### src/divider_and_reload_timer_unit_defines.svh
// ----------------------------------------------------------------------------
// Divider and reload timer: assertion macros
// Shared property wrappers for the timer's concurrent checks.
// ----------------------------------------------------------------------------
`ifndef DIVIDER_AND_RELOAD_TIMER_UNIT_DEFINES_SVH
`define DIVIDER_AND_RELOAD_TIMER_UNIT_DEFINES_SVH

// Same-cycle implication, disabled while reset is asserted
`define DRT_ASSERT_IMPL(label, clk, rst_n, ante, cons) \
    label: assert property (@(posedge clk) disable iff (!rst_n) (ante) |-> (cons)) \
        else $error("timer check failed");

// Next-cycle implication, disabled while reset is asserted
`define DRT_ASSERT_NEXT(label, clk, rst_n, ante, cons) \
    label: assert property (@(posedge clk) disable iff (!rst_n) (ante) |=> (cons)) \
        else $error("timer check failed");

`endif

### src/drt_pkg.sv
// ----------------------------------------------------------------------------
// Divider and reload timer package
// Request codes, register addresses, controller state, command and status.
// ----------------------------------------------------------------------------
package drt_pkg;

    typedef enum logic [1:0] {
        OP_TICK  = 2'd0,
        OP_READ  = 2'd1,
        OP_WRITE = 2'd2
    } op_t;

    localparam logic [15:0] ADDR_DIVIDER = 16'hFF04;
    localparam logic [15:0] ADDR_COUNTER = 16'hFF05;
    localparam logic [15:0] ADDR_RELOAD  = 16'hFF06;
    localparam logic [15:0] ADDR_CONTROL = 16'hFF07;

    localparam int unsigned LEFT_W  = 11;
    localparam int unsigned WRAPS_W = 5;
    localparam logic [WRAPS_W-1:0] WRAPS_MAX = '1;
    localparam logic [7:0] UNKNOWN_READ = 8'hFF;
    localparam int unsigned ENABLE_BIT = 2;

    typedef enum logic [1:0] {
        ST_IDLE,
        ST_COUNT,
        ST_OUT
    } state_t;

    typedef struct packed {
        logic accept;
        op_t  op;
        logic step;
        logic load_out;
    } drt_cmd_t;

    typedef struct packed {
        logic counting;
        logic step_due;
    } drt_status_t;

    // Counter period in clocks for control bits 1..0
    function automatic logic [LEFT_W-1:0] period_of(input logic [1:0] sel);
        logic [LEFT_W-1:0] p;
        case (sel)
            2'd0:    p = LEFT_W'(1024);
            2'd1:    p = LEFT_W'(16);
            2'd2:    p = LEFT_W'(64);
            default: p = LEFT_W'(256);
        endcase
        return p;
    endfunction

endpackage

### src/drt_in_if.sv
// ----------------------------------------------------------------------------
// Timer request channel
// Valid/ready channel carrying one timer request.
// ----------------------------------------------------------------------------
interface drt_in_if;
    logic        valid;
    logic        ready;
    logic [1:0]  op;
    logic [15:0] bus_address;
    logic [7:0]  write_byte;
    logic [7:0]  elapsed_cycles;

    modport source (output valid, op, bus_address, write_byte, elapsed_cycles,
                    input ready);
    modport sink (input valid, op, bus_address, write_byte, elapsed_cycles,
                  output ready);
endinterface

### src/drt_out_if.sv
// ----------------------------------------------------------------------------
// Timer result channel
// Valid/ready channel carrying one result per request.
// ----------------------------------------------------------------------------
interface drt_out_if;
    logic       valid;
    logic       ready;
    logic [7:0] read_byte;
    logic [4:0] overflow_count;

    modport source (output valid, read_byte, overflow_count, input ready);
    modport sink (input valid, read_byte, overflow_count, output ready);
endinterface

### src/drt_datapath.sv
// ----------------------------------------------------------------------------
// Timer datapath
// Timer registers, divider add, counter stepping and result register.
// ----------------------------------------------------------------------------
module drt_datapath
    import drt_pkg::*;
(
    input  logic              clk,
    input  logic              rst_n,
    input  logic              cfg_write_en,
    input  logic              cfg_write_data,
    input  logic [15:0]       bus_address,
    input  logic [7:0]        write_byte,
    input  logic [7:0]        elapsed_cycles,
    input  drt_cmd_t          cmd,
    output drt_status_t       status,
    output logic [7:0]        read_byte,
    output logic [4:0]        overflow_count
);

    logic              paused_reg;
    logic [7:0]        div_reg, div_next;
    logic [7:0]        frac_reg, frac_next;
    logic [7:0]        counter_reg, counter_next;
    logic [7:0]        reload_reg, reload_next;
    logic [2:0]        control_reg, control_next;
    logic [LEFT_W-1:0] left_reg, left_next;
    logic [WRAPS_W-1:0] wraps_reg, wraps_next;
    logic [7:0]        rd_reg, rd_next;
    logic [7:0]        out_rd_reg;
    logic [WRAPS_W-1:0] out_wraps_reg;

    logic [8:0]        frac_sum;
    logic [LEFT_W-1:0] period;
    logic [7:0]        rd_mux;

    assign period   = period_of(control_reg[1:0]);
    assign frac_sum = {1'b0, frac_reg} + {1'b0, elapsed_cycles};

    assign status.counting = control_reg[ENABLE_BIT] && !paused_reg;
    assign status.step_due = (left_reg >= period);

    always_comb
    begin
        case (bus_address)
            ADDR_DIVIDER: rd_mux = div_reg;
            ADDR_COUNTER: rd_mux = counter_reg;
            ADDR_RELOAD:  rd_mux = reload_reg;
            ADDR_CONTROL: rd_mux = {5'b0, control_reg};
            default:      rd_mux = UNKNOWN_READ;
        endcase
    end

    always_comb
    begin
        div_next     = div_reg;
        frac_next    = frac_reg;
        counter_next = counter_reg;
        reload_next  = reload_reg;
        control_next = control_reg;
        left_next    = left_reg;
        wraps_next   = wraps_reg;
        rd_next      = rd_reg;

        if (cmd.accept)
        begin
            wraps_next = '0;
            rd_next    = '0;
            case (cmd.op)
                OP_TICK:
                begin
                    if (!paused_reg)
                    begin
                        div_next  = div_reg + {7'b0, frac_sum[8]};
                        frac_next = frac_sum[7:0];
                        if (control_reg[ENABLE_BIT])
                            left_next = left_reg + {3'b0, elapsed_cycles};
                    end
                end
                OP_READ:
                    rd_next = rd_mux;
                OP_WRITE:
                begin
                    case (bus_address)
                        ADDR_DIVIDER:
                        begin
                            div_next  = '0;
                            frac_next = '0;
                        end
                        ADDR_COUNTER: counter_next = write_byte;
                        ADDR_RELOAD:  reload_next  = write_byte;
                        ADDR_CONTROL: control_next = write_byte[2:0];
                        default:      ;
                    endcase
                end
                default: ;
            endcase
        end
        else if (cmd.step)
        begin
            left_next = left_reg - period;
            if (counter_reg == 8'hFF)
            begin
                counter_next = reload_reg;
                if (wraps_reg != WRAPS_MAX)
                    wraps_next = wraps_reg + 1'b1;
            end
            else
            begin
                counter_next = counter_reg + 8'd1;
            end
        end
    end

    always_ff @(posedge clk or negedge rst_n)
    begin
        if (!rst_n)
        begin
            paused_reg  <= 1'b0;
            div_reg     <= '0;
            frac_reg    <= '0;
            counter_reg <= '0;
            reload_reg  <= '0;
            control_reg <= '0;
            left_reg    <= '0;
        end
        else
        begin
            if (cfg_write_en)
                paused_reg <= cfg_write_data;
            div_reg     <= div_next;
            frac_reg    <= frac_next;
            counter_reg <= counter_next;
            reload_reg  <= reload_next;
            control_reg <= control_next;
            left_reg    <= left_next;
        end
    end

    always_ff @(posedge clk)
    begin
        wraps_reg <= wraps_next;
        rd_reg    <= rd_next;
        if (cmd.load_out)
        begin
            out_rd_reg    <= rd_reg;
            out_wraps_reg <= wraps_reg;
        end
    end

    assign read_byte      = out_rd_reg;
    assign overflow_count = out_wraps_reg;

endmodule

### src/drt_ctrl.sv
// ----------------------------------------------------------------------------
// Timer controller
// Sequences request intake, counter stepping and result hand-off.
// ----------------------------------------------------------------------------
`include "divider_and_reload_timer_unit_defines.svh"

module drt_ctrl
    import drt_pkg::*;
(
    input  logic        clk,
    input  logic        rst_n,
    input  logic        in_valid,
    input  logic [1:0]  in_op,
    output logic        in_ready,
    output logic        out_valid,
    input  logic        out_ready,
    input  drt_status_t status,
    output drt_cmd_t    cmd
);

    state_t state_reg, state_next;
    logic   out_valid_reg, out_valid_next;

    always_comb
    begin
        in_ready     = (state_reg == ST_IDLE);
        cmd.accept   = in_valid && (state_reg == ST_IDLE);
        cmd.op       = op_t'(in_op);
        cmd.step     = (state_reg == ST_COUNT) && status.step_due;
        cmd.load_out = (state_reg == ST_OUT) && (!out_valid_reg || out_ready);
    end

    always_comb
    begin
        state_next = state_reg;
        case (state_reg)
            ST_IDLE:
            begin
                if (cmd.accept)
                begin
                    if (cmd.op == OP_TICK && status.counting)
                        state_next = ST_COUNT;
                    else
                        state_next = ST_OUT;
                end
            end
            ST_COUNT:
            begin
                if (!status.step_due)
                    state_next = ST_OUT;
            end
            ST_OUT:
            begin
                if (cmd.load_out)
                    state_next = ST_IDLE;
            end
            default:
                state_next = ST_IDLE;
        endcase
    end

    always_comb
    begin
        if (cmd.load_out)
            out_valid_next = 1'b1;
        else if (out_ready)
            out_valid_next = 1'b0;
        else
            out_valid_next = out_valid_reg;
    end

    always_ff @(posedge clk or negedge rst_n)
    begin
        if (!rst_n)
        begin
            state_reg     <= ST_IDLE;
            out_valid_reg <= 1'b0;
        end
        else
        begin
            state_reg     <= state_next;
            out_valid_reg <= out_valid_next;
        end
    end

    assign out_valid = out_valid_reg;

    // Results only leave from the hand-off state, and never overwrite a waiting one
    `DRT_ASSERT_IMPL(a_load_safe, clk, rst_n, cmd.load_out,
        (state_reg == ST_OUT) && (!out_valid_reg || out_ready))
    `DRT_ASSERT_NEXT(a_count_ends, clk, rst_n,
        (state_reg == ST_COUNT) && !status.step_due, state_reg == ST_OUT)
    `DRT_ASSERT_NEXT(a_out_holds, clk, rst_n,
        (state_reg == ST_OUT) && out_valid_reg && !out_ready,
        (state_reg == ST_OUT) && out_valid_reg)
    `DRT_ASSERT_NEXT(a_read_direct, clk, rst_n,
        cmd.accept && (cmd.op == OP_READ || cmd.op == OP_WRITE), state_reg == ST_OUT)

endmodule

### src/divider_and_reload_timer_unit.sv
// ----------------------------------------------------------------------------
// Divider and reload timer unit
// Divider, counter, modulo and control registers behind a request channel.
// ----------------------------------------------------------------------------
// One request is handled at a time. A read, a write, an unused request code,
// a paused tick or a tick with the counter disabled is accepted, its result
// registered and then moved to the result register in the hand-off state. A
// tick with the counter enabled steps the counter once per cycle through a
// single subtract-and-compare unit on the leftover cycle count. The leftover
// count stays below 1024 between ticks, so a tick makes at most 79 counter
// increments (period 16 straight after the longest period, leftover 1023 plus
// a tick input of 255). The result register lets the next request be taken while a
// result still waits on the output channel.
module divider_and_reload_timer_unit
    import drt_pkg::*;
(
    input  logic      clk,
    input  logic      rst_n,
    input  logic      cfg_write_en,
    input  logic      cfg_write_data,
    drt_in_if.sink    in_ch,
    drt_out_if.source out_ch
);

    drt_cmd_t    cmd;
    drt_status_t status;

    drt_ctrl u_ctrl (
        .clk       (clk),
        .rst_n     (rst_n),
        .in_valid  (in_ch.valid),
        .in_op     (in_ch.op),
        .in_ready  (in_ch.ready),
        .out_valid (out_ch.valid),
        .out_ready (out_ch.ready),
        .status    (status),
        .cmd       (cmd)
    );

    drt_datapath u_datapath (
        .clk            (clk),
        .rst_n          (rst_n),
        .cfg_write_en   (cfg_write_en),
        .cfg_write_data (cfg_write_data),
        .bus_address    (in_ch.bus_address),
        .write_byte     (in_ch.write_byte),
        .elapsed_cycles (in_ch.elapsed_cycles),
        .cmd            (cmd),
        .status         (status),
        .read_byte      (out_ch.read_byte),
        .overflow_count (out_ch.overflow_count)
    );

endmodule

### src/flat_wrapper.sv
// flat-port wrapper written by rule: the top's interface ports become plain ports
module divider_and_reload_timer_unit_flat import drt_pkg::*;
  (clk, rst_n, cfg_write_en, cfg_write_data, in_ch_valid, in_ch_op, in_ch_bus_address, in_ch_write_byte, in_ch_elapsed_cycles, in_ch_ready, out_ch_valid, out_ch_read_byte, out_ch_overflow_count, out_ch_ready);
  drt_in_if in_ch_i ();
  drt_out_if out_ch_i ();
  input  logic clk;
  input  logic rst_n;
  input  logic cfg_write_en;
  input  logic cfg_write_data;
  input wire logic [$bits(in_ch_i.valid)-1:0] in_ch_valid;
  input wire logic [$bits(in_ch_i.op)-1:0] in_ch_op;
  input wire logic [$bits(in_ch_i.bus_address)-1:0] in_ch_bus_address;
  input wire logic [$bits(in_ch_i.write_byte)-1:0] in_ch_write_byte;
  input wire logic [$bits(in_ch_i.elapsed_cycles)-1:0] in_ch_elapsed_cycles;
  output wire logic [$bits(in_ch_i.ready)-1:0] in_ch_ready;
  output wire logic [$bits(out_ch_i.valid)-1:0] out_ch_valid;
  output wire logic [$bits(out_ch_i.read_byte)-1:0] out_ch_read_byte;
  output wire logic [$bits(out_ch_i.overflow_count)-1:0] out_ch_overflow_count;
  input wire logic [$bits(out_ch_i.ready)-1:0] out_ch_ready;
  assign in_ch_i.valid = in_ch_valid;
  assign in_ch_i.op = in_ch_op;
  assign in_ch_i.bus_address = in_ch_bus_address;
  assign in_ch_i.write_byte = in_ch_write_byte;
  assign in_ch_i.elapsed_cycles = in_ch_elapsed_cycles;
  assign in_ch_ready = in_ch_i.ready;
  assign out_ch_valid = out_ch_i.valid;
  assign out_ch_read_byte = out_ch_i.read_byte;
  assign out_ch_overflow_count = out_ch_i.overflow_count;
  assign out_ch_i.ready = out_ch_ready;
  divider_and_reload_timer_unit u_core (.clk(clk), .rst_n(rst_n), .cfg_write_en(cfg_write_en), .cfg_write_data(cfg_write_data), .in_ch(in_ch_i), .out_ch(out_ch_i));
endmodule
### config.mk
export PLATFORM = sky130hd
export DESIGN_NAME = divider_and_reload_timer_unit_flat
export DESIGN_NICKNAME = d
export VERILOG_FILES = /design/src/drt_pkg.sv /design/src/drt_in_if.sv /design/src/drt_out_if.sv /design/src/drt_datapath.sv /design/src/drt_ctrl.sv /design/src/divider_and_reload_timer_unit.sv /design/src/flat_wrapper.sv
export VERILOG_INCLUDE_DIRS = /design/src /design/src/src
export SDC_FILE = /design/constraint.sdc
export NUM_CORES = 1
export LEC_CHECK = 0
export BUFFER_PORTS_ARGS = -buffer_cell sky130_fd_sc_hd__buf_2
export CORE_UTILIZATION = 55
export CTS_BUF_LIST = sky130_fd_sc_hd__clkbuf_8
export DETAILED_ROUTE_END_ITERATION = 8
export HOLD_SLACK_MARGIN = 0.03
export PLACE_DENSITY = 0.78
export SLEW_MARGIN = 20
export SYNTH_ARGS = -nofsm -noshare
export SYNTH_HDL_FRONTEND = slang
export SYNTH_SLANG_ARGS = --single-unit
### constraint.sdc
create_clock -name clk -period 2.3 [get_ports clk]
set_input_delay 0.69 -clock clk [delete_from_list [all_inputs] [get_ports clk]]
set_output_delay 0.69 -clock clk [all_outputs]
set_load 0.05 [all_outputs]
== Yosys cells after proc, flatten, opt, wreduce, memory -nomap -nowiden ==
Cells that the tools add are included.

* Bits in registers: 76
* Logic and storage cells: 87
* Output and inout bits: 15
* Input port bits: 40

* Reductions and logical operators: 21
* Magnitude comparators: 1
* $add $sub $neg: 6
* Multiplexer cells: 24
* Equal/unequal tests: 22

{| class="wikitable"
|+ Operator list
! cell !! count
|-
| 16-bit equality test (second input constant) || 4
|-
| 8-bit 2-to-1 mux || 8
|-
| 11-bit 2-to-1 mux || 5
|-
| 11-bit one-hot mux with 3 select lines || 1
|-
| 8-bit one-hot mux with 2 select lines || 2
|-
| 8-bit one-hot mux with 4 select lines || 1
|-
| 3-bit AND reduction || 5
|-
| 2-bit inequality test (second input constant) || 7
|-
| 11-bit by 8-bit adder with 11-bit output || 1
|-
| 11-bit greater-or-equal comparator || 1
|-
| 11-bit subtractor || 1
|-
| 8-bit by 8-bit adder with 9-bit output || 1
|-
| 8-bit by 1-bit adder with 8-bit output || 1
|-
| 8-bit by 1-bit adder with 8-bit output (second input constant) || 1
|-
| 8-bit equality test (second input constant) || 1
|-
| 2-bit 2-to-1 mux || 4
|-
| 4-bit AND reduction || 2
|-
| 2-bit by 1-bit equality test with 1-bit output (second input constant) || 3
|-
| 2-bit equality test (second input constant) || 3
|-
| 2-bit logical NOT || 3
|-
| 2-bit by 1-bit inequality test with 1-bit output (second input constant) || 3
|-
| 2-bit one-hot mux with 3 select lines || 1
|-
| 2-bit nonzero test || 3
|-
| 5-bit by 1-bit adder with 5-bit output (second input constant) || 1
|-
| other kinds (5) || 11
|}

== Logic depth before layout (Yosys ltp) ==
Gate-level depths: netlist (run 1).

* Word-level depth: 6
* Gate-level depth with buffers: 13
* Mapped depth without buffers: 13

== Cells and area by module ==
From an unflattened synthesis (run 1), not the netlist that was laid out.

* Cell total of the unflattened synthesis: 476
* Area total of the unflattened synthesis: 4765.8 sq um

{| class="wikitable"
|+ By module, submodules not included
! module !! cells an instance !! instances !! seq. area each (sq um) !! area each (sq um)
|-
| drt_datapath || 454 || 1 || 1906.8 || 4571.9
|-
| drt_ctrl || 22 || 1 || 75.1 || 193.9
|}

== Least setup slack after synthesis (run 1) ==
No wires, ideal clock.

* Path type: register -> register
* Start point: register u_core.u_ctrl.state_reg[1]
* End point: register u_core.u_datapath.left_reg[10]
* Setup time: 77 ps
* Path buffers: 0
* Arrival: 2618 ps
* Required time: 2223 ps
* Setup slack: -395 ps
* Stages on the path, launching flop included: 9
* Period minus slack after synthesis: 2695 ps
* Cells stage by stage: dfrtp_1 nor2_1 nand2_1 inv_2 and2_1 nand2_1 nor3b_2 a22o_1 a21oi_1

* Longest elaborated chain between the ends: 4
* Elaborated cells between the ends (all ways): 10
* Those cells by class: eq/ne: 4; mux: 1; reduce/logical: 5

{| class="wikitable"
|+ Ends and longest elaborated chain
! element !! line !! source
|-
| from (decl) || drt_ctrl.sv:21 || <nowiki>state_t state_reg, state_next;</nowiki>
|-
| from (signal assigned) || drt_ctrl.sv:81 || <nowiki>state_reg <= state_next;</nowiki>
|-
| 2-bit logical NOT (*) || n/a ||
|-
| named net in_ch_ready || flat_wrapper.sv:15 || <nowiki>output wire logic [$bits(in_ch_i.ready)-1:0] in_ch_ready;</nowiki>
|-
| 1-bit logical AND (*) || drt_ctrl.sv:27 || <nowiki>cmd.accept = in_valid && (state_reg == ST_IDLE);</nowiki>
|-
| 2-bit inequality test (no source line) / 2-bit nonzero test (equally long branches) || n/a ||
|-
| 4-bit AND reduction (no source line) || n/a ||
|-
| to (signal assigned) || drt_datapath.sv:136 || <nowiki>left_reg <= left_next;</nowiki>
|-
| to (decl) || drt_datapath.sv:27 || <nowiki>logic [LEFT_W-1:0] left_reg, left_next;</nowiki>
|}

The timed path passes the listed nets; every way through them passes the cells marked *.
A chain may end at the register's enable or synchronous reset.

== Worst setup path after layout (run 1) ==
* Start point: register u_core.u_datapath.control_reg[0]
* End point: register u_core.u_datapath.wraps_reg[2]

* Longest elaborated chain between the ends: 5
* Elaborated cells between the ends (all ways): 7
* Those cells by class: order compare: 1; eq/ne: 2; mux: 1; reduce/logical: 3

{| class="wikitable"
|+ Ends and longest elaborated chain
! element !! line !! source
|-
| from (decl) || drt_datapath.sv:26 || <nowiki>logic [2:0] control_reg, control_next;</nowiki>
|-
| from (signal assigned) || drt_datapath.sv:135 || <nowiki>control_reg <= control_next;</nowiki>
|-
| 2-bit equality test (tied with other cells) || drt_pkg.sv:45 || <nowiki>case (sel)</nowiki>
|-
| 11-bit one-hot mux with 3 select lines (*) || drt_pkg.sv:45 ||
|-
| 11-bit greater-or-equal comparator (*) || drt_datapath.sv:41 || <nowiki>assign status.step_due = (left_reg >= period);</nowiki>
|-
| 1-bit logical AND (*) || drt_ctrl.sv:29 || <nowiki>cmd.step = (state_reg == ST_COUNT) && status.step_due;</nowiki>
|-
| 3-bit AND reduction (no source line) (*) || n/a ||
|-
| to (signal assigned) || drt_datapath.sv:142 || <nowiki>wraps_reg <= wraps_next;</nowiki>
|-
| to (decl) || drt_datapath.sv:28 || <nowiki>logic [WRAPS_W-1:0] wraps_reg, wraps_next;</nowiki>
|}

Every way passes the cells marked *; elsewhere a longest branch is shown, timed or not.

==> results.yml, run 1 <==
status:
  status: "finished with violations"
  violations: "negative setup slack"
synth:
  synth.top_cells.by_area: "dfrtp_1, edfxtp_1, ha_1, xor2_1, nor2_1"
  syn-num-nets: 501
  synthCells: 433
  yosys.area_share.simple_pct: 17.5
  synthMuxAreaShare_pct: 6.58
  ys.flop_type: "dfrtp_1"
  ys_ff_latch: 76
  synth_top_area_share_pct: 28.0
  synth.distinct_cells: 65
  syn_area_per_cell_um2: 10.3
  synth_area_um2: 4470
  synth_top_family_by_area: "simple AND/OR/NAND/NOR gates"
  synth-adder-area-share_pct: 8.18
  synth_xor_area_share_pct: 5.49
  seq_area_frac_synth_pct: 44.4
  synth_edf_count: 21
  ys_async_sr_fraction_pct: 65.8
  yosys_warnings: 0
  synth_compound_area_share_pct: 15.3
  synth_area_leader_cell: "dfrtp_1"
finish:
  largest_reg_flops: 11
  finish.utilization_pct: 75.0
  stdcell_count: 658
  multi_input_area_um2: 2680
  area_growth_pct: 31.0
  fillers: 540
  nNetsFinal: 619
  seqCellArea_um2: 1980
  layout-drive-gt1-share_pct: 36.7
  diodes: 0
floorplan:
  dieHeight_um: 92.1
  coreArea_um2: 7810
  dieArea_um2: 8490
  die_w_um: 92.1
  initial_utilization_pct: 57.2
  ios: 55
  rows: 32
clocking:
  cts-root-buf: "clkbuf_8"
  path_clk_slew_ns: 0.08
  cts_tree: "yes"
  cts_buffers: 9
  cts_htree_levels: 3
  clkSinkCount: 76
  clk_latency_ns: 0.36
  clock_path_buffers: 2
placed_design:
  io_buffers: 54
  post-dp-hpwl_mm: 8.04
  placed_cells: 630
  place_congestion: 0.913
power:
  pwr-share-clk_pct: 23.9
  cellPowerDensity_nw_per_um2: 727
  power.switching_mw: 1.52
  p_seq_share_pct: 42.7
  totalPowerFinal_mw: 4.25
  p_comb_share_pct: 33.4
  power.share.switching_pct: 35.8
  max-vdd-ir-drop_mv: 0.689
  p_int_mw: 2.73
  p_leak_nw: 2.73
min_path:
  hold_class: "flop to flop"
sta:
  drv_slew: 0
  post-route-period-util_pct: 107
  setup_slack_ns: -0.153
  hold_violations: 0
  period_minus_slack_ns: 2.45
  finalSetupViolations: 41
  slew_headroom_pct: 37.4
  hold_ws_ns: 0.423
  skew_ns: 0.00989
  worst_pin_slew_ns: 0.936
  rsz0062_at_grt: "true"
  finalSetupTns_ns: -2.96
  fmax_ghz: 0.408
routing:
  wl_per_cell_um: 18.6
  antenna_left: 0
  dr_total_vias: 3993
  drc: 0
  first_pass_iters: 6
  viasPerCell: 6.07
  wl_mm: 12.2
  first_iter_violations: 271
worst_setup_path:
  rrSetupSlack_ns: -0.15
  worstReg2RegStart: "u_core.u_datapath.control_reg[0]"
  rr_worst_depth: 12
  crit_start: "u_core.u_datapath.control_reg[0]"
  worstSetupEndpointType: "flop"
  required_ns: 2.58
  r2r-end: "u_core.u_datapath.wraps_reg[2]"
  worstPathArrival_ns: 2.73
  critPathMaxFanout: 5
  crit_path_start_kind: "flop"
  worstSetupPathType: "flop to flop"
  crit_end: "u_core.u_datapath.wraps_reg[2]"
grt:
  grt_use_total_pct: 29.2
  antenna_found_initial: 0
  grt_pass1_vias: 3924
  grt-ovfl-total: 0
  grt_max_degree: 51
  grt_first_pass_wirelength_mm: 19.0
run:
  max_cap_violations: 0
## through the flow
stage	cell area, um^2	setup slack [ns]
2_1_floorplan	4530	-0.286
3_3_place_gp	5270	-0.367
3_5_place_dp	5270	-0.475
4_1_cts	5670	-0.140
5_1_grt	5850	-0.278
6_report	5850	-0.153
## synth_stat cells (6+ instances only)
master,n
nor2_1,51
inv_1,12
ha_1,26
nand2b_1,9
a21o_1,8
o21ai_1,15
xor2_1,22
mux2i_1,8
xnor2_1,6
clkbuf_1,6
nand4_1,14
o21ai_0,6
a211oi_1,8
nor2b_1,6
a21oi_1,29
mux2_1,12
nand3_1,7
dfrtp_1,50
edfxtp_1,21
nand2_1,30
## metal layers
layer	share of wire [%]	GRT usage [%]	routed length (um)	vias to the layer above
li1	-	-	-	1822
met1	39	35.3	4780	1943
met2	53	52.2	6420	184
met3	5.4	4.06	659	44
met4	3.0	11.8	368	0
met5	0	0	0	-
## power groups by stage
stage | Sequential [mW] | Combinational [mW] | Clock, mW
2_1_floorplan | 1.82 | 0.779 | 0
3_5_place_dp | 1.80 | 1.22 | 0
4_1_cts | 1.79 | 1.29 | 1.02
6_report | 1.81 | 1.42 | 1.02
5_1_grt | 1.83 | 1.54 | 1.08
3_3_place_gp | 1.78 | 1.16 | 0
## worst min path at each step
stage,start,to,slack [ns],depth (start not counted)
2_1_floorplan,rst_n,u_core.u_ctrl.out_valid,0.39,0
3_3_place_gp,u_core.u_datapath.rd_reg[7],u_core.u_datapath.read_byte[7],0.40,0
3_5_place_dp,u_core.u_datapath.rd_reg[2],u_core.u_datapath.read_byte[2],0.41,0
4_1_cts,u_core.u_datapath.rd_reg[2],u_core.u_datapath.read_byte[2],0.42,0
5_1_grt,u_core.u_datapath.rd_reg[6],u_core.u_datapath.read_byte[6],0.44,0
6_report,u_core.u_datapath.rd_reg[2],u_core.u_datapath.read_byte[2],0.42,0
## critical path, stage by stage, from the launching register on
cell and delay, ns:
dfrtp_1 0.40, buf_4 0.15, nor2b_1 0.13, ha_1 0.20, nand2b_1 0.12, a21oi_1 0.07
buf_4 0.14, a2111oi_4 0.41, buf_4 0.21, buf_4 0.11, o211ai_1 0.10, xor2_1 0.16
nor2_1 0.16
## cell usage in the layout, fill, tap and decap left out, types with 10 or more instances in the layout
| master | Yosys | routed |
|---|---|---|
| buf_2 | 0 | 52 |
| mux2_4 | 0 | 11 |
| dfrtp_1 | 50 | 50 |
| nor2_1 | 51 | 48 |
| nand2_1 | 30 | 26 |
| edfxtp_1 | 21 | 21 |
| a21oi_1 | 29 | 23 |
| nand4_1 | 14 | 14 |
| inv_1 | 12 | 10 |
| buf_4 | 0 | 58 |
| ha_1 | 26 | 22 |
| o21ai_1 | 15 | 10 |
| xor2_1 | 22 | 22 |
## timing repair
action                     4_1_cts  5_1_grt
hold buffers                     0        0
gates resized for setup         38       24
setup buffers                    5        6
setup endpoints to repair       32       43
gates cloned                     1        0
hold endpoints to repair         0        0
pin swaps                       22       18
## layout make-up
| class | instances | share of cell area, % |
|---|---|---|
| Clock inverter | 7 | 1.13 |
| Clock buffer | 9 | 2.12 |
| Inverter | 14 | 0.941 |
| Sequential cell | 76 | 33.9 |
| Tap cell | 102 | 2.18 |
| Multi-Input combinational cell | 330 | 45.8 |
| Timing Repair Buffer | 120 | 14.0 |
## cells by family (layout without fill, tap and decap cells)
logic type               after synthesis  in the layout
flip-flops                            76             76
XOR/XNOR                              28             28
adder cells (fa/ha/maj)               28             28
AO/OA/AOI/OAI                        100            100
multiplexers                          24             24
AND/OR/NAND/NOR                      150            150
buffers and inverters                 27            150
Power figures use the tool's default switching activity.
==> inputs of run 2 (changes only) <==
--- a/config.mk
+++ b/config.mk
@@ -7,11 +7,11 @@
 export NUM_CORES = 1
 export LEC_CHECK = 0
 export BUFFER_PORTS_ARGS = -buffer_cell sky130_fd_sc_hd__buf_2
-export CORE_UTILIZATION = 55
+export CORE_UTILIZATION = 60
 export CTS_BUF_LIST = sky130_fd_sc_hd__clkbuf_8
 export DETAILED_ROUTE_END_ITERATION = 8
 export HOLD_SLACK_MARGIN = 0.03
-export PLACE_DENSITY = 0.78
+export PLACE_DENSITY = 0.81
 export SLEW_MARGIN = 20
 export SYNTH_ARGS = -nofsm -noshare
 export SYNTH_HDL_FRONTEND = slang
==> constraint.sdc (replaced) <==
create_clock -name clk -period 2.5 [get_ports clk]
set_input_delay 0.75 -clock clk [delete_from_list [all_inputs] [get_ports clk]]
set_output_delay 0.75 -clock clk [all_outputs]
set_load 0.05 [all_outputs]
==> run 2 against run 1 <==
Net effect:
- the flow now finishes without violations
- non-clock buffer count shrank 20
- setup slack better by 0.18 ns
- critical path type unchanged
- largest power group unchanged
- via count shrank 5.1%
- register-to-register slack improved by 0.18 ns
- flip-flop and latch count did not move
- hold slack got worse by 0.049 ns
- global-route usage is 0.22 points lower
- first-iteration DRC count grew 21%
==> results.yml, run 2 (synthesis results as in run 1) <==
status:
  status: "finished clean"
floorplan:
  rows: 31
  coreArea_um2: 7210
  dieHeight_um: 88.3
  dieArea_um2: 7800
  initial_utilization_pct: 61.9
  die_w_um: 88.3
  ios: 55
routing:
  viasPerCell: 5.97
  drc: 0
  antenna_left: 0
  first_iter_violations: 329
  wl_per_cell_um: 17.2
  wl_mm: 10.9
  dr_total_vias: 3788
  first_pass_iters: 5
grt:
  grt_pass1_vias: 3545
  grt_use_total_pct: 29.0
  antenna_found_initial: 0
  grt-ovfl-total: 0
  grt_max_degree: 33
  grt_first_pass_wirelength_mm: 16.9
placed_design:
  place_area_um2: 5160
  dpl_worst_slack_ns: -0.320
  place_congestion: 0.868
  post-dp-hpwl_mm: 7.81
  io_buffers: 54
sta:
  fmax_ghz: 0.405
  slew_headroom_pct: 60.6
  drv_slew: 0
  period_minus_slack_ns: 2.47
  rsz0062_at_grt: "true"
  hold_violations: 0
  finalSetupTns_ns: 0
  finalSetupViolations: 0
  skew_ns: 0.0119
  hold_ws_ns: 0.374
  post-route-period-util_pct: 98.9
  worst_pin_slew_ns: 0.590
  setup_slack_ns: 0.0282
worst_setup_path:
  worstSetupEndpointType: "flop"
  worstReg2RegStart: "u_core.u_datapath.control_reg[0]"
  r2r-end: "u_core.u_datapath.left_reg[10]"
  worstPathArrival_ns: 2.75
  rr_worst_depth: 10
  required_ns: 2.78
  worstSetupPathType: "flop to flop"
  crit_path_start_kind: "flop"
  critPathMaxFanout: 10
  crit_start: "u_core.u_datapath.control_reg[0]"
  rrSetupSlack_ns: 0.03
  crit_end: "u_core.u_datapath.left_reg[10]"
power:
  p_leak_nw: 2.61
  max-vdd-ir-drop_mv: 0.598
  cellPowerDensity_nw_per_um2: 691
clocking:
  ctsHoldBuffers: 0
  path_clk_slew_ns: 0.09
  cts_buffers: 9
  clk_latency_ns: 0.35
  clock_path_buffers: 2
  cts_tree: "yes"
  cts-root-buf: "clkbuf_8"
  cts_htree_levels: 3
  clkSinkCount: 76
run:
  max_cap_violations: 0
finish:
  largest_reg_flops: 11
  layout-drive-gt1-share_pct: 29.1
  diodes: 0
  final_common_cell: "buf_2"
  fillers: 489
  final_cell_mix: "buf_2, dfrtp_1, nor2_1"
  area_growth_pct: 24.0
  stdcell_area_um2: 5540
  nNetsFinal: 599
min_path:
  hold_class: "primary input to asynchronous set/reset pin"
## run 2: changes by cell type in the layout (fill, tap and decap cells not counted), sizes merged
cell,change
bufinv,+1
clkinvlp,-2
inv,+1
buf,-20
## run 2: worst max-delay path: stages, from the launching register on
cell	delay [ns]
dfrtp_1	0.38
nand2b_4	0.15
ha_4	0.27
nor4b_4	0.17
nand4_1	0.23
a2111oi_4	0.49
buf_4	0.19
nor3b_4	0.04
buf_12	0.16
a22o_1	0.21
a21oi_1	0.11
## run 2: metrics by stage
| stage | utilization (%) | power (mW) | instances |
|---|---|---|---|
| 2_1_floorplan | - | 2.39 | 433 |
| 3_3_place_gp | 71.5 | 2.68 | 614 |
| 5_1_grt | 76.8 | 4.02 | 635 |
| 4_1_cts | 74.8 | 3.73 | 631 |
| 3_5_place_dp | 71.5 | 2.73 | 614 |
| 6_report | 76.8 | 3.83 | 635 |
## run 2: layer usage
layer / GRT usage, % / share of wire [%]
met1: 37.7 / 41
met4: 12.5 / 2.1
met3: 4.76 / 5.0
met5: 0 / 0
met2: 48.2 / 52
## run 2: layout make-up
class                      instances  area [um^2]  share of cell area (%)
clock buffer                       9          124                    2.24
tap                               99          124                    2.24
timing repair buffer             100          667                    12.0
sequential                        76         1980                    35.8
clock inverter                     7         86.3                    1.56
inverter                          14         52.6                   0.948
multi-input combinational        330         2510                    45.2
## run 2: repair_timing
action                                  in CTS  in global routing
endpoints found under the setup margin      16                 25
buffers inserted                             1                  5
gates resized for setup                      3                 15
gates cloned                                 0                  0
pin swaps                                    2                 15
## run 2: worst min-delay path by stage
stage	slack (ns)	depth (start not counted)	endpoint
6_report	0.37	1	u_core.u_datapath.counter_reg[5]
5_1_grt	0.40	1	u_core.u_datapath.counter_reg[3]
4_1_cts	0.38	1	u_core.u_datapath.counter_reg[5]
3_5_place_dp	0.41	0	u_core.u_datapath.read_byte[4]
3_3_place_gp	0.40	0	u_core.u_datapath.read_byte[2]
2_1_floorplan	0.40	0	u_core.u_datapath.read_byte[0]
## run 2: power by group
part	internal [mW]	switching (mW)
Clock	0.554	0.458
Combinational	0.529	0.631
Sequential	1.46	0.193
==> inputs of run 3 (changes only) <==
--- a/config.mk
+++ b/config.mk
@@ -6,7 +6,7 @@
 export SDC_FILE = /design/constraint.sdc
 export NUM_CORES = 1
 export LEC_CHECK = 0
-export BUFFER_PORTS_ARGS = -buffer_cell sky130_fd_sc_hd__buf_2
+export BUFFER_PORTS_ARGS = -buffer_cell sky130_fd_sc_hd__clkbuf_2
 export CORE_UTILIZATION = 60
 export CTS_BUF_LIST = sky130_fd_sc_hd__clkbuf_8
 export DETAILED_ROUTE_END_ITERATION = 8
==> run 3 against run 2 <==
Net effect:
- the run now ends with negative setup slack left
- largest cell class unchanged
- critical endpoint is now u_core.u_datapath.wraps_reg[3]
- sequential power about the same
- routed wire length decreased by 1.7%
- highest routed layer unchanged
- flip-flop and latch count stayed put
- first-iteration DRC count increased by 9.7%
- combinational power about the same
- design area hardly changed
- global-route usage up 0.38 points
- final cell count down 0.16%
- core utilization grew 0.052 points
==> results.yml, run 3 (synthesis results as in run 1) <==
floorplan:
  rows: 31
  coreArea_um2: 7210
  dieArea_um2: 7800
  initial_utilization_pct: 61.9
  die_w_um: 88.3
  dieHeight_um: 88.3
  ios: 55
run:
  max_cap_violations: 0
grt:
  grt-ovfl-total: 0
  grt_use_total_pct: 29.4
  antenna_found_initial: 0
  grt_max_degree: 51
  grt_pass1_vias: 3631
  grt_first_pass_wirelength_mm: 17.3
clocking:
  cts-root-buf: "clkbuf_8"
  cts_htree_levels: 3
  clkSinkCount: 76
  clock_path_buffers: 2
  path_clk_slew_ns: 0.08
  clk_latency_ns: 0.36
  cts_tree: "yes"
  cts_buffers: 9
routing:
  first_pass_iters: 5
  wl_mm: 10.7
  antenna_left: 0
  dr_total_vias: 3765
  viasPerCell: 5.94
  wl_per_cell_um: 16.9
  drc: 0
  first_iter_violations: 361
sta:
  fmax_ghz: 0.393
  post-route-period-util_pct: 102
  finalSetupTns_ns: -0.0769
  slew_headroom_pct: 35.7
  worst_pin_slew_ns: 0.961
  hold_violations: 0
  rsz0062_at_grt: "true"
  finalSetupViolations: 3
  hold_ws_ns: 0.434
  skew_ns: 0.00970
  drv_slew: 0
  setup_slack_ns: -0.0431
  period_minus_slack_ns: 2.54
worst_setup_path:
  crit_start: "u_core.u_datapath.control_reg[0]"
  worstReg2RegStart: "u_core.u_datapath.control_reg[0]"
  rrSetupSlack_ns: -0.04
  worstSetupEndpointType: "flop"
  crit_path_start_kind: "flop"
  worstPathArrival_ns: 2.83
  rr_worst_depth: 9
  critPathMaxFanout: 3
  r2r-end: "u_core.u_datapath.wraps_reg[3]"
  worstSetupPathType: "flop to flop"
  required_ns: 2.79
finish:
  area_growth_pct: 24.1
  diodes: 0
  nNetsFinal: 598
  final_common_cell: "clkbuf_2"
  largest_reg_flops: 11
  layout-drive-gt1-share_pct: 30.3
  stdcell_area_um2: 5550
  stdcell_count: 634
  final_cell_mix: "clkbuf_2, dfrtp_1, nor2_1"
power:
  cellPowerDensity_nw_per_um2: 691
  p_leak_nw: 2.59
  max-vdd-ir-drop_mv: 0.694
placed_design:
  place_area_um2: 5140
  post-dp-hpwl_mm: 7.58
  placed_cells: 613
  place_congestion: 0.881
  io_buffers: 54
min_path:
  worstHoldEndpoint: "u_core.u_datapath.read_byte[2]"
  hold_class: "flop to flop"
  whs_path_depth: 0
  hp-start: "u_core.u_datapath.rd_reg[2]"
status:
  status: "finished with violations"
  violations: "negative setup slack"
-- run 3: changes by cell type in the layout (fill, tap and decap cells not counted), moves of 3 or more --
cell and delta:
clkbuf_2 +53, a21oi_1 -3, a21oi_2 +3, buf_2 -53
-- run 3: worst max-delay path, stage by stage (launching register included) --
cell and delay, ns:
dfrtp_1 0.39, nand2b_4 0.15, ha_4 0.27, nor4b_4 0.23
nand4_1 0.27, a2111oi_4 0.44, buf_4 0.20, o21ai_4 0.06
or3_1 0.35, a21oi_2 0.13
-- run 3: layout make-up --
cell class | count | area, um^2
well taps | 99 | 124
clock inverters | 7 | 91.3
flip-flops and latches | 76 | 1980
fillers | 492 | 1670
multi-input cells | 331 | 2550
repair buffers | 98 | 623
inverters | 14 | 52.6
clock buffers | 9 | 124
-- run 3: how the worst max path moves through the flow --
stage | endpoint | slack, ns | cells after the start
after floorplan | u_core.u_datapath.control_reg[0] | -0.15 | 6
after global placement | u_core.u_datapath.div_reg[2] | -0.22 | 14
after detailed placement | u_core.u_datapath.div_reg[2] | -0.32 | 14
after CTS | u_core.u_datapath.counter_reg[1] | 0.02 | 10
after global routing | u_core.u_datapath.wraps_reg[3] | -0.16 | 9
final | u_core.u_datapath.wraps_reg[3] | -0.04 | 9
-- run 3: metrics by stage --
stage | utilization, % | power (mW) | setup WS [ns]
2_1_floorplan | - | 2.39 | -0.146
3_3_place_gp | 71.2 | 2.67 | -0.218
3_5_place_dp | 71.2 | 2.73 | -0.320
4_1_cts | 75.0 | 3.76 | 0.0158
5_1_grt | 76.9 | 4.03 | -0.160
6_report | 76.9 | 3.83 | -0.0431
-- run 3: routing by layer --
layer | GRT usage, % | wire, um | share of wire, % | vias up
met5 | 0 | 0 | 0 | -
met4 | 13.8 | 295 | 2.8 | 0
met3 | 4.48 | 547 | 5.1 | 25
met2 | 47.7 | 5290 | 49 | 138
met1 | 39.0 | 4580 | 43 | 1826
li1 | - | - | - | 1776
-- run 3: where the power goes --
group / total [mW] / leakage, nW / switching [mW] / internal, mW
combinational: 1.13 / 1.59 / 0.618 / 0.512
sequential: 1.65 / 0.897 / 0.192 / 1.46
clock: 1.05 / 0.105 / 0.487 / 0.559
-- run 3: what timing repair did --
action / in CTS / in global routing
setup buffers: 2 / 2
cloned: 1 / 0
resized for setup: 4 / 23
pin swaps: 3 / 18
setup endpoints to repair: 21 / 27
hold buffers: 0 / 0
